[src/rtl/ray_circle_nearest_hit_defines.svh]
// Assertion macros for the ray/circle nearest hit block.
`ifndef RAY_CIRCLE_NEAREST_HIT_DEFINES_SVH
`define RAY_CIRCLE_NEAREST_HIT_DEFINES_SVH

// Checked at every clock edge once reset is released.
`define RCNH_ASSERT(label, prop, msg) \
  label: assert property (@(posedge clk) disable iff (!rst_n) prop) else $error(msg);

// Checked at every clock edge, reset included.
`define RCNH_ASSERT_ALWAYS(label, prop, msg) \
  label: assert property (@(posedge clk) prop) else $error(msg);

`endif

[src/rtl/rcnh_pkg.sv]
// Shared constants for the ray/circle nearest hit block.
`timescale 1ns / 1ps
package rcnh_pkg;

  localparam int COORD_W  = 20;
  localparam int DIR_W    = 16;
  localparam int RAD_W    = 16;
  localparam int LEN_W    = 20;
  localparam int END_W    = 21;
  localparam int CFG_IDX_W = 3;

  localparam int DIR_FRAC_BITS_DEF = 14;

  localparam int LEN_MAX = 1048575;
  localparam int END_MAX = 1048575;
  localparam int END_MIN = -1048576;

  // register indexes
  localparam logic [CFG_IDX_W-1:0] REG_ORIGIN_X   = 3'd0;
  localparam logic [CFG_IDX_W-1:0] REG_ORIGIN_Y   = 3'd1;
  localparam logic [CFG_IDX_W-1:0] REG_DIR_X      = 3'd2;
  localparam logic [CFG_IDX_W-1:0] REG_DIR_Y      = 3'd3;
  localparam logic [CFG_IDX_W-1:0] REG_MAX_LENGTH = 3'd4;

  // reset values
  localparam logic [COORD_W-1:0] ORIGIN_RST     = 20'd0;
  localparam logic [DIR_W-1:0]   DIR_X_RST      = 16'd16384;
  localparam logic [DIR_W-1:0]   DIR_Y_RST      = 16'd0;
  localparam logic [LEN_W-1:0]   MAX_LENGTH_RST = 20'd80000;

endpackage

[src/rtl/ray_circle_nearest_hit.sv]
// Ray/circle intersection with nearest-hit tracking, bit-serial datapath.
`timescale 1ns / 1ps
// One circle per input transaction is tested against the configured ray
// (origin, unit direction Qx.F with F = DIR_FRAC_BITS). The block works on one
// circle at a time: a single shift-add multiplier retires one multiplier bit
// per cycle and runs eight products (ex^2, ey^2, ex*dx, ey*dy, a^2, r^2,
// dx*nearest, dy*nearest), each preceded by a load step, and a square-root
// unit retires one result bit (two radicand bits) per cycle. The multiplier
// width is 25 and the root width 26 at F = 14; when r^2 < b2 the root is
// skipped. The finished result sits in an output register, so the next
// circle is taken while it waits; a result still held there when the next
// one is done stalls the block until out_tready frees it. A hit shortens
// the nearest length only when its saturated length is strictly below it;
// in_tuser high restarts the sweep at max_length. Configuration must be
// written only while idle; the block itself does not enforce it. A new
// max_length applies at the next sweep start.
// There is no memory and no clearing pass after reset.
`include "ray_circle_nearest_hit_defines.svh"

module ray_circle_nearest_hit #(
  parameter int DIR_FRAC_BITS = rcnh_pkg::DIR_FRAC_BITS_DEF
) (
  input  logic        clk,
  input  logic        rst_n,
  // configuration write port
  input  logic        cfg_wr_en,
  input  logic [2:0]  cfg_addr,
  input  logic [19:0] cfg_wdata,
  // circle in
  input  logic        in_tvalid,
  output logic        in_tready,
  input  logic [55:0] in_tdata,   // center_x[19:0], center_y[39:20], radius[55:40]
  input  logic        in_tuser,   // new_sweep
  // result out
  output logic        out_tvalid,
  input  logic        out_tready,
  output logic [87:0] out_tdata,  // hit_len[19:0], nearest_len[39:20],
                                  // end_dx[60:40], end_dy[81:61], zero pad
  output logic        out_tuser   // hit
);

  // dot product sum width, projection width, multiplier width
  localparam int S_W    = 38;
  localparam int A_W    = S_W - DIR_FRAC_BITS + 1;
  localparam int MP_W   = (A_W > 21) ? A_W : 21;
  localparam int ACC_W  = 2 * MP_W + 2;
  localparam int RT_W   = ACC_W / 2;
  localparam int REM_W  = RT_W + 2;
  localparam int T_W    = RT_W + 2;
  localparam int CNT_W  = $clog2(RT_W + 1);

  localparam logic signed [ACC_W-1:0] RND_HALF =
    {{(ACC_W-1){1'b0}}, 1'b1} << (DIR_FRAC_BITS - 1);
  localparam logic signed [ACC_W-1:0] END_HI = ACC_W'(rcnh_pkg::END_MAX);
  localparam logic signed [ACC_W-1:0] END_LO = ACC_W'(rcnh_pkg::END_MIN);

  typedef enum logic [2:0] {
    ST_IDLE, ST_LOAD, ST_MUL, ST_SQRT, ST_HIT, ST_DONE
  } state_t;

  typedef enum logic [2:0] {
    OP_EXX, OP_EYY, OP_EXD, OP_EYD, OP_AA, OP_RR, OP_NDX, OP_NDY
  } op_t;

  state_t state_r;
  op_t    op_r;

  // configuration
  logic signed [19:0] origin_x_r, origin_y_r;
  logic signed [15:0] dir_x_r, dir_y_r;
  logic [19:0]        max_len_r;

  // item and datapath
  logic signed [20:0]      ex_r, ey_r;
  logic [15:0]             rad_r;
  logic [19:0]             nearest_r;
  logic signed [ACC_W-1:0] acc_r, mc_r, e2_r, b2_r, r2_r, sq_v_r;
  logic [MP_W-1:0]         mp_r;
  logic signed [MP_W-1:0]  a_r;
  logic [CNT_W-1:0]        cnt_r;
  logic [REM_W-1:0]        rem_r;
  logic [RT_W-1:0]         root_r;
  logic                    ok_r, hit_r;
  logic [19:0]             hit_len_r;
  logic [20:0]             end_dx_r, end_dy_r;

  // output register
  logic        out_valid_r, out_hit_r;
  logic [19:0] out_hit_len_r, out_near_r;
  logic [20:0] out_dx_r, out_dy_r;

  // combinational datapath
  logic signed [ACC_W-1:0] mc_ld, term, acc_sum, rnd_sum, rnd_val;
  logic [MP_W-1:0]         mp_ld;
  logic                    mul_last, sq_last, op_clear;
  logic [20:0]             end_sat;
  logic [REM_W-1:0]        rem_sh, trial;
  logic signed [T_W-1:0]   t_val;
  logic                    t_neg, hit_c;
  logic [19:0]             hl_c;

  always_comb begin
    mc_ld    = '0;
    mp_ld    = '0;
    op_clear = 1'b1;
    case (op_r)
      OP_EXX: begin mc_ld = ACC_W'(ex_r);    mp_ld = MP_W'(ex_r); end
      OP_EYY: begin
        mc_ld = ACC_W'(ey_r); mp_ld = MP_W'(ey_r); op_clear = 1'b0;
      end
      OP_EXD: begin mc_ld = ACC_W'(ex_r);    mp_ld = MP_W'(dir_x_r); end
      OP_EYD: begin
        mc_ld = ACC_W'(ey_r); mp_ld = MP_W'(dir_y_r); op_clear = 1'b0;
      end
      OP_AA:  begin mc_ld = ACC_W'(a_r);     mp_ld = MP_W'(a_r); end
      OP_RR:  begin mc_ld = ACC_W'(rad_r);   mp_ld = MP_W'(rad_r); end
      OP_NDX: begin mc_ld = ACC_W'(dir_x_r); mp_ld = MP_W'(nearest_r); end
      OP_NDY: begin mc_ld = ACC_W'(dir_y_r); mp_ld = MP_W'(nearest_r); end
      default: begin mc_ld = '0; mp_ld = '0; end
    endcase
  end

  // multiplier MSB carries negative weight
  assign mul_last = (cnt_r == CNT_W'(MP_W - 1));
  assign term     = mp_r[0] ? (mul_last ? -mc_r : mc_r) : '0;
  assign acc_sum  = acc_r + term;
  assign rnd_sum  = acc_sum + RND_HALF;
  assign rnd_val  = rnd_sum >>> DIR_FRAC_BITS;

  always_comb begin
    if (rnd_val > END_HI) begin
      end_sat = 21'h0FFFFF;
    end else if (rnd_val < END_LO) begin
      end_sat = 21'h100000;
    end else begin
      end_sat = rnd_val[20:0];
    end
  end

  // one root bit per cycle
  assign sq_last = (cnt_r == CNT_W'(RT_W - 1));
  assign rem_sh  = {rem_r[REM_W-3:0], sq_v_r[ACC_W-1 -: 2]};
  assign trial   = {root_r, 2'b01};

  // hit length: a + f inside the circle, a - f outside
  always_comb begin
    if (e2_r < r2_r) begin
      t_val = T_W'(a_r) + T_W'(root_r);
    end else begin
      t_val = T_W'(a_r) - T_W'(root_r);
    end
    t_neg = t_val[T_W-1];
    hit_c = ok_r && !t_neg;
    if (!hit_c) begin
      hl_c = '0;
    end else if (t_val[T_W-2:0] > (T_W-1)'(rcnh_pkg::LEN_MAX)) begin
      hl_c = 20'hFFFFF;
    end else begin
      hl_c = t_val[19:0];
    end
  end

  assign in_tready = (state_r == ST_IDLE);

  always_ff @(posedge clk) begin
    if (!rst_n) begin
      state_r     <= ST_IDLE;
      op_r        <= OP_EXX;
      origin_x_r  <= rcnh_pkg::ORIGIN_RST;
      origin_y_r  <= rcnh_pkg::ORIGIN_RST;
      dir_x_r     <= rcnh_pkg::DIR_X_RST;
      dir_y_r     <= rcnh_pkg::DIR_Y_RST;
      max_len_r   <= rcnh_pkg::MAX_LENGTH_RST;
      nearest_r   <= rcnh_pkg::MAX_LENGTH_RST;
      out_valid_r <= 1'b0;
      cnt_r       <= '0;
    end else begin
      if (cfg_wr_en) begin
        unique case (cfg_addr)
          rcnh_pkg::REG_ORIGIN_X:   origin_x_r <= cfg_wdata;
          rcnh_pkg::REG_ORIGIN_Y:   origin_y_r <= cfg_wdata;
          rcnh_pkg::REG_DIR_X:      dir_x_r    <= cfg_wdata[15:0];
          rcnh_pkg::REG_DIR_Y:      dir_y_r    <= cfg_wdata[15:0];
          rcnh_pkg::REG_MAX_LENGTH: max_len_r  <= cfg_wdata;
          default: ;
        endcase
      end

      // ST_DONE reloads the output register itself
      if (out_valid_r && out_tready && (state_r != ST_DONE)) begin
        out_valid_r <= 1'b0;
      end

      unique case (state_r)
        ST_IDLE: begin
          if (in_tvalid) begin
            ex_r  <= 21'($signed(in_tdata[19:0])) - 21'(origin_x_r);
            ey_r  <= 21'($signed(in_tdata[39:20])) - 21'(origin_y_r);
            rad_r <= in_tdata[55:40];
            if (in_tuser) begin
              nearest_r <= max_len_r;
            end
            op_r    <= OP_EXX;
            state_r <= ST_LOAD;
          end
        end
        ST_LOAD: begin
          mc_r    <= mc_ld;
          mp_r    <= mp_ld;
          cnt_r   <= '0;
          if (op_clear) begin
            acc_r <= '0;
          end
          state_r <= ST_MUL;
        end
        ST_MUL: begin
          acc_r <= acc_sum;
          mc_r  <= mc_r <<< 1;
          mp_r  <= mp_r >> 1;
          cnt_r <= mul_last ? '0 : cnt_r + 1'b1;
          if (mul_last) begin
            unique case (op_r)
              OP_EXX: begin op_r <= OP_EYY; state_r <= ST_LOAD; end
              OP_EYY: begin e2_r <= acc_sum; op_r <= OP_EXD; state_r <= ST_LOAD; end
              OP_EXD: begin op_r <= OP_EYD; state_r <= ST_LOAD; end
              OP_EYD: begin
                a_r     <= rnd_val[MP_W-1:0];
                op_r    <= OP_AA;
                state_r <= ST_LOAD;
              end
              OP_AA: begin
                b2_r    <= e2_r - acc_sum;
                op_r    <= OP_RR;
                state_r <= ST_LOAD;
              end
              OP_RR: begin
                r2_r   <= acc_sum;
                sq_v_r <= acc_sum - b2_r;
                rem_r  <= '0;
                root_r <= '0;
                if (acc_sum >= b2_r) begin
                  ok_r    <= 1'b1;
                  state_r <= ST_SQRT;
                end else begin
                  ok_r    <= 1'b0;
                  state_r <= ST_HIT;
                end
              end
              OP_NDX: begin end_dx_r <= end_sat; op_r <= OP_NDY; state_r <= ST_LOAD; end
              OP_NDY: begin
                end_dy_r <= end_sat;
                state_r  <= ST_DONE;
              end
              default: state_r <= ST_IDLE;
            endcase
          end
        end
        ST_SQRT: begin
          sq_v_r <= sq_v_r <<< 2;
          cnt_r  <= cnt_r + 1'b1;
          if (rem_sh >= trial) begin
            rem_r  <= rem_sh - trial;
            root_r <= {root_r[RT_W-2:0], 1'b1};
          end else begin
            rem_r  <= rem_sh;
            root_r <= {root_r[RT_W-2:0], 1'b0};
          end
          if (sq_last) begin
            state_r <= ST_HIT;
          end
        end
        ST_HIT: begin
          hit_r     <= hit_c;
          hit_len_r <= hl_c;
          if (hit_c && (hl_c < nearest_r)) begin
            nearest_r <= hl_c;
          end
          op_r    <= OP_NDX;
          state_r <= ST_LOAD;
        end
        ST_DONE: begin
          if (!out_valid_r || out_tready) begin
            out_valid_r   <= 1'b1;
            out_hit_r     <= hit_r;
            out_hit_len_r <= hit_len_r;
            out_near_r    <= nearest_r;
            out_dx_r      <= end_dx_r;
            out_dy_r      <= end_dy_r;
            state_r       <= ST_IDLE;
          end
        end
        default: state_r <= ST_IDLE;
      endcase
    end
  end

  assign out_tvalid = out_valid_r;
  assign out_tuser  = out_hit_r;
  assign out_tdata  = {6'd0, out_dy_r, out_dx_r, out_near_r, out_hit_len_r};

  // a missed circle reports zero length
  `RCNH_ASSERT(a_miss_len_zero, out_tvalid && !out_tuser |-> out_tdata[19:0] == 20'd0, "miss with nonzero length")
  // after a hit the nearest length never exceeds that hit
  `RCNH_ASSERT(a_hit_bounds_nearest, out_tvalid && out_tuser |-> out_tdata[39:20] <= out_tdata[19:0], "nearest above hit length")
  // one circle at a time: taking an item closes the input
  `RCNH_ASSERT(a_one_in_flight, in_tvalid && in_tready |=> !in_tready, "input reopened at once")
  // out of reset nothing is pending
  `RCNH_ASSERT_ALWAYS(a_reset_idle, !rst_n |=> !out_tvalid && in_tready, "not idle after reset")

endmodule
[config.mk]
export PLATFORM = sky130hd
export DESIGN_NAME = ray_circle_nearest_hit
export DESIGN_NICKNAME = d
export VERILOG_FILES = /design/src/rtl/rcnh_pkg.sv /design/src/rtl/ray_circle_nearest_hit.sv
export VERILOG_INCLUDE_DIRS = /design/src /design/src/rtl
export SDC_FILE = /design/constraint.sdc
export NUM_CORES = 2
export LEC_CHECK = 0
export BUFFER_PORTS_ARGS = -buffer_cell sky130_fd_sc_hd__buf_2
export CORE_MARGIN = 1
export CORE_UTILIZATION = 40
export CTS_CLUSTER_DIAMETER = 200
export CTS_CLUSTER_SIZE = 8
export DETAILED_ROUTE_END_ITERATION = 12
export GPL_ROUTABILITY_DRIVEN = 0
export RECOVER_POWER = 100
export SYNTH_ARGS = -nofsm -noshare
export SYNTH_HDL_FRONTEND = slang
export SYNTH_SLANG_ARGS = --single-unit
[constraint.sdc]
create_clock -name clk -period 13.1 [get_ports clk]
set_clock_uncertainty 0.1 [all_clocks]
set_input_delay 1.965 -clock clk [delete_from_list [all_inputs] [get_ports clk]]
set_output_delay 1.965 -clock clk [all_outputs]
set_load 0.005 [all_outputs]
== Word level (Yosys, flattened, before mapping) ==
Cells that the tools add are included.

* Flip-flop bits (word level): 743
* Bits of input ports: 85
* Output and inout port bits: 91
* Logic and storage cells: 163

* Add/subtract/negate cells: 11
* Order comparisons: 7
* Equality and inequality tests: 28
* Muxes and demuxes: 45
* Reductions and logical operators: 39

{| class="wikitable"
|+ Operator list
! operator !! count
|-
| $pmux 52 s2 || 3
|-
| $pmux 52 s6 || 1
|-
| $mux 52 || 5
|-
| $pmux 25 s7 || 1
|-
| $mux 26 || 5
|-
| $pmux 26 s2 || 2
|-
| $sub 52x52->52 || 2
|-
| $mux 20 || 5
|-
| $add 52x15->52 const B || 1
|-
| $add 52x52->52 || 1
|-
| $ge 52x52->1 || 1
|-
| $lt 52x52->1 || 1
|-
| $neg 52->52 || 1
|-
| $pmux 25 s2 || 1
|-
| $mux 21 || 2
|-
| $sub 20x20->21 || 2
|-
| $pmux 20 s2 || 1
|-
| $reduce_and 4->1 || 10
|-
| $gt 38x21->1 const B || 1
|-
| $lt 38x21->1 const B || 1
|-
| $pmux 3 s6 || 2
|-
| $add 25x27->28 || 1
|-
| $ge 28x28->1 || 1
|-
| $mux 28 || 1
|-
| other kinds (28) || 78
|}

== Longest topological paths before layout ==
* Depth after elaboration: 9
* Gate-level depth with buffers: 40
* Mapped depth without buffers: 37

== Worst setup path before layout ==
OpenSTA, ideal clock, no wires.

* Path type: input port to flip-flop
* Start: in rst_n
* End: reg acc_r[0], enable pin
* Setup time: 541 ps
* Arrival: 11596 ps
* Required time: 12459 ps
* Slack: 862 ps
* Stages on the path: 4
* Buffers on the path: 1
* Path through: inv_1 -> clkbuf_1 -> nor3_1 -> a21boi_0

* Longest elaborated chain between the ends: 1

{| class="wikitable"
|+ RTL lines
! what !! RTL line !! source
|-
| start, declared || ray_circle_nearest_hit.sv:24 || <nowiki>input logic rst_n,</nowiki>
|-
| $reduce_and 3->1 (no line) || - ||
|-
| end signal, assigned || ray_circle_nearest_hit.sv:217 || <nowiki>acc_r <= acc_sum;</nowiki>
|-
| end, declared || ray_circle_nearest_hit.sv:77 || <nowiki>logic signed [ACC_W-1:0] acc_r, mc_r, e2_r, b2_r, r2_r, sq_v_r;</nowiki>
|}

No other way between the ends.
A chain may end at the register's enable or synchronous reset.

== Worst setup path in the final report ==
* Start: reg e2_r[1]
* End: reg nearest_r[18]

* Longest elaborated chain between the ends: 9
* Elaborated cells on any way between the ends: 13
* Those cells by class: order compare: 3; eq/ne: 1; mux: 5; reduce/logical: 4

{| class="wikitable"
|+ RTL lines
! what !! RTL line !! source
|-
| start, declared || ray_circle_nearest_hit.sv:77 ||
|-
| start signal, assigned || ray_circle_nearest_hit.sv:224 || <nowiki>OP_EYY: begin e2_r <= acc_sum; op_r <= OP_EXD; state_r <= ST_LOAD; end</nowiki>
|-
| $lt 52x52->1 * || ray_circle_nearest_hit.sv:147 || <nowiki>if (e2_r < r2_r) begin</nowiki>
|-
| $mux 28 * || ray_circle_nearest_hit.sv:147 ||
|-
| $gt 27x20->1 or $logic_not 1->1 (tied branches) || ray_circle_nearest_hit.sv:156, ray_circle_nearest_hit.sv:153 ||
|-
| $mux 20 or $logic_and 1x1->1 (tied branches) || ray_circle_nearest_hit.sv:156, ray_circle_nearest_hit.sv:153 ||
|-
| $mux 20 * || ray_circle_nearest_hit.sv:154 || <nowiki>if (!hit_c) begin</nowiki>
|-
| named net hl_c[9] || ray_circle_nearest_hit.sv:100 || <nowiki>logic [19:0] hl_c;</nowiki>
|-
| $lt 20x20->1 * || ray_circle_nearest_hit.sv:275 || <nowiki>if (hit_c && (hl_c < nearest_r)) begin</nowiki>
|-
| $logic_and 1x1->1 * || ray_circle_nearest_hit.sv:275 ||
|-
| $ne 2x2->1 (no line) * || - ||
|-
| $reduce_and 4->1 (no line) * || - ||
|-
| end signal, assigned || ray_circle_nearest_hit.sv:174 || <nowiki>nearest_r <= rcnh_pkg::MAX_LENGTH_RST;</nowiki>
|-
| end signal, assigned || ray_circle_nearest_hit.sv:201 || <nowiki>nearest_r <= max_len_r;</nowiki>
|-
| end signal, assigned || ray_circle_nearest_hit.sv:276 || <nowiki>nearest_r <= hl_c;</nowiki>
|-
| end, declared || ray_circle_nearest_hit.sv:76 || <nowiki>logic [19:0] nearest_r;</nowiki>
|}

The timed path passes the listed nets; every way through them passes the cells marked *. The select of a mux whose other input is x is not followed.

==> metrics.txt <==
largest net degree at the start of global routing=100; CP Launch Type=flip-flop; launch point of the worst reg-to-reg path=e2_r[1]$_DFFE_PP_; CP Capture Point=nearest_r[18]$_SDFFE_PN0P_; Pwr per Cell Area=approximately 160 mW/mm²; # rows=about 120; Via density=~5.6; Initial Util=0.4043; setup tns final=0 ns; Avg Inst Size Synth=~9.7 µm²; vias in the first global route=33193; die area=roughly 0.12 mm²; post-synthesis sequential area ratio=0.4626; DRC=0; area delta synth->final=10.78%; Synth area leaders=edfxtp_1 (41%), ha_1 (9.0%), dfxtp_1 (5.4%); post-synthesis sequential element count=roughly 740; Cells after Synth=between 4000 and 5000; CTS tree=done; H-tree levels=3; DPL Wire Length=95800 µm; CP Data Required Time=about 14 ns; core area=approximately 0.11 mm²; Peak VDD IR=around 0.00011 V; CP peak stage delay=between 1 and 1.5 ns; first-pass GRT wire length=just under 200000 µm; RSZ-0062 raised after global routing=no; fmax=roughly 0.09 GHz; fin crit share=0.8290; via count=~36000; Die H=between 300 and 400 µm; die width=339.5 µm; Tightest Pin Transition=4.480 ns; post-cts resize count=0; area leader, netlist=edfxtp_1; failing checks=capacitance limit, slew limit; RR Endpoint=nearest_r[18]$_SDFFE_PN0P_; Hold Buf Count CTS=0; root buf cell=clkbuf_16; status=finished with violations; Post-synth EDFFs=a little over 600; Worst EP arrival=approximately 11 ns; IO Port Bufs=approximately 170; Routed Antenna Nets=0; ys async rst share=0; Hold WC Path Type=reg -> reg; clk sink count=roughly 740; total track usage=0.2147; worst rel slew slack=-1.987; Yosys warning count=0; CP max-delay cell=a2111oi_0; R2R setup slack=between 2 and 2.5 ns; CP dominant cell by count=a21o_1; Detailed Route WL=127500 µm; Initial DRC Count=about 3000; clk_lat worst skew=between 0.6 and 0.7 ns; Final Hold Fails=0; CTS Buf Count=around 100; Ports=approximately 180; worst-case reg-to-reg path depth=34; max cap viols=17; initial antenna violation count=9; top-count cell post-synth=edfxtp_1; Setup Buffers After CTS=0; Primary FF master, synth=edfxtp_1; maximum fanout along the worst path=27; Finished Core Util=0.4479; Synth cell types=98; Setup CP Type=reg -> reg; drt pass-1 iters=8; fin crit period=10.86 ns; grt ovf=0; wire per inst=about 20 µm; Critical Path Sink Type=flip-flop; Leak=just under 20 nW; Final setup viols=0; Total Nets Final=~5300; Clock transition at path regs=approximately 0.06 ns; top cells by count, synth=edfxtp_1 (619), nand2_1 (453), a21oi_1 (422); Cell Area, Synth=~0.046 mm²; fin. max-slew vios=~900; share of cells above drive strength 1=0.05649; top-area cell type share of the netlist area=0.4081; Max Root-Sink Buffers=3; Worst setup startpoint=e2_r[1]$_DFFE_PP_
==> worst min path at each step <==
stage                            endpoint                   start  cells past startpoint  slack (ns)
2_1_floorplan       out_dx_r[0]$_DFFE_PP_   end_dx_r[0]$_DFFE_PP_                      0        0.30
3_3_place_gp        out_dy_r[3]$_DFFE_PP_   end_dy_r[3]$_DFFE_PP_                      0        0.30
3_5_place_dp        out_dx_r[0]$_DFFE_PP_   end_dx_r[0]$_DFFE_PP_                      0        0.30
4_1_cts             out_dx_r[8]$_DFFE_PP_   end_dx_r[8]$_DFFE_PP_                      0        0.32
5_1_grt        out_hit_len_r[9]$_DFFE_PP_  hit_len_r[9]$_DFFE_PP_                      0        0.32
6_report            out_dx_r[8]$_DFFE_PP_   end_dx_r[8]$_DFFE_PP_                      0        0.31
==> logic make-up after synthesis <==
kind of cell / Yosys count / share of synthesized area
and+or+nand+nor: 1456 / 0.1516
DFF: 743 / 0.4626
muxes: 72 / 0.01585
buffers and inverters: 530 / 0.04502
adders and majority gates: 335 / 0.09301
xor gates and xnor gates: 280 / 0.05463
AOI/OAI and AO/OA: 1269 / 0.1772
other: 1 / 0.00008232
==> per-stage QoR <==
step | instances | power, W | area [µm²] | hold slack [ns] | worst slack, ns
floorplan | 4691 | 0.005081 | 45570 | 0.3003 | 0.8625
global placement | 6229 | 0.005884 | 47990 | 0.3003 | 3.358
detailed placement | 6229 | 0.005908 | 47990 | 0.3045 | 3.172
CTS | 6386 | 0.008386 | 50870 | 0.3151 | 3.143
global route | 6387 | 0.008706 | 50460 | 0.3192 | 1.296
finish | 6389 | 0.008273 | 50460 | 0.3133 | 2.240
==> cells in the final DEF (no fill, tap or decap), types with 13 or more instances in the layout <==
master     count
edfxtp_1     619
nand2_1      452
a21oi_1      423
nor2_1       412
inv_1        357
ha_1         329
o21ai_0      270
xnor2_1      202
a21o_1       143
clkbuf_1     139
dfxtp_1      122
buf_2        109
clkbuf_16    104
nand3_1       99
xor2_1        77
nor3_1        76
mux2i_1       71
nand4_1       68
nor2b_1       62
and2_1        56
o21a_1        55
nand2b_1      42
o31ai_1       40
a21boi_0      36
o211ai_1      34
o22ai_1       34
or3_1         32
a211oi_1      27
o21bai_1      27
and3_1        26
a31oi_1       22
nor4_1        21
or2_2         19
a22o_1        18
or4_1         18
a22oi_1       16
and2_0        15
o41ai_1       14
and4_1        13
==> cell type report <==
| type | instances | area, µm² |
|---|---|---|
| diodes | 3 | 7.507 |
| clock buffers | 153 | 2786 |
| clock inverters | 4 | 92.59 |
| fillers | 10953 | 62190 |
| inverters | 357 | 1340 |
| multi-input cells | 3418 | 22310 |
| flip-flops and latches | 743 | 21070 |
| well taps | 1500 | 1877 |
| repair buffers | 211 | 973.4 |
==> layer usage <==
| metal | vias up | routed length [µm] | track usage |
|---|---|---|---|
| li1 | 17245 | - | - |
| met1 | 17009 | 57400 | 0.2993 |
| met2 | 1096 | 58390 | 0.3449 |
| met3 | 197 | 8240 | 0.02985 |
| met4 | 8 | 3408 | 0.06597 |
| met5 | - | 50 | 0 |
==> critical path: cells and delay by family, from the launching register on <==
kind,cells,cell delay (ns)
AOI/OAI and AO/OA,24,6.92
adders and majority gates,3,0.91
DFF,1,0.43
and+or+nand+nor,5,1.64
buffers and inverters,1,0.45
xor gates and xnor gates,1,0.23
==> report_power, final <==
group	leakage [nW]	switching (W)	internal, W
logic	11.2	0.00182	0.00102
registers	6.65	0.0000694	0.00290
clock network	1.38	0.00101	0.00144
==> state kept, by name (all words and copies together), names as in the netlist, 21 cells and up <==
name and count:
rem_r 26, a_r 25, mp_r 25, end_dy_r 21, root_r 26, ex_r 21
end_dx_r 21, e2_r 52, acc_r 52, r2_r 52, ey_r 21, b2_r 52
out_dx_r 21, sq_v_r 52, mc_r 52, out_dy_r 21
(Power assumes the default switching activity.)
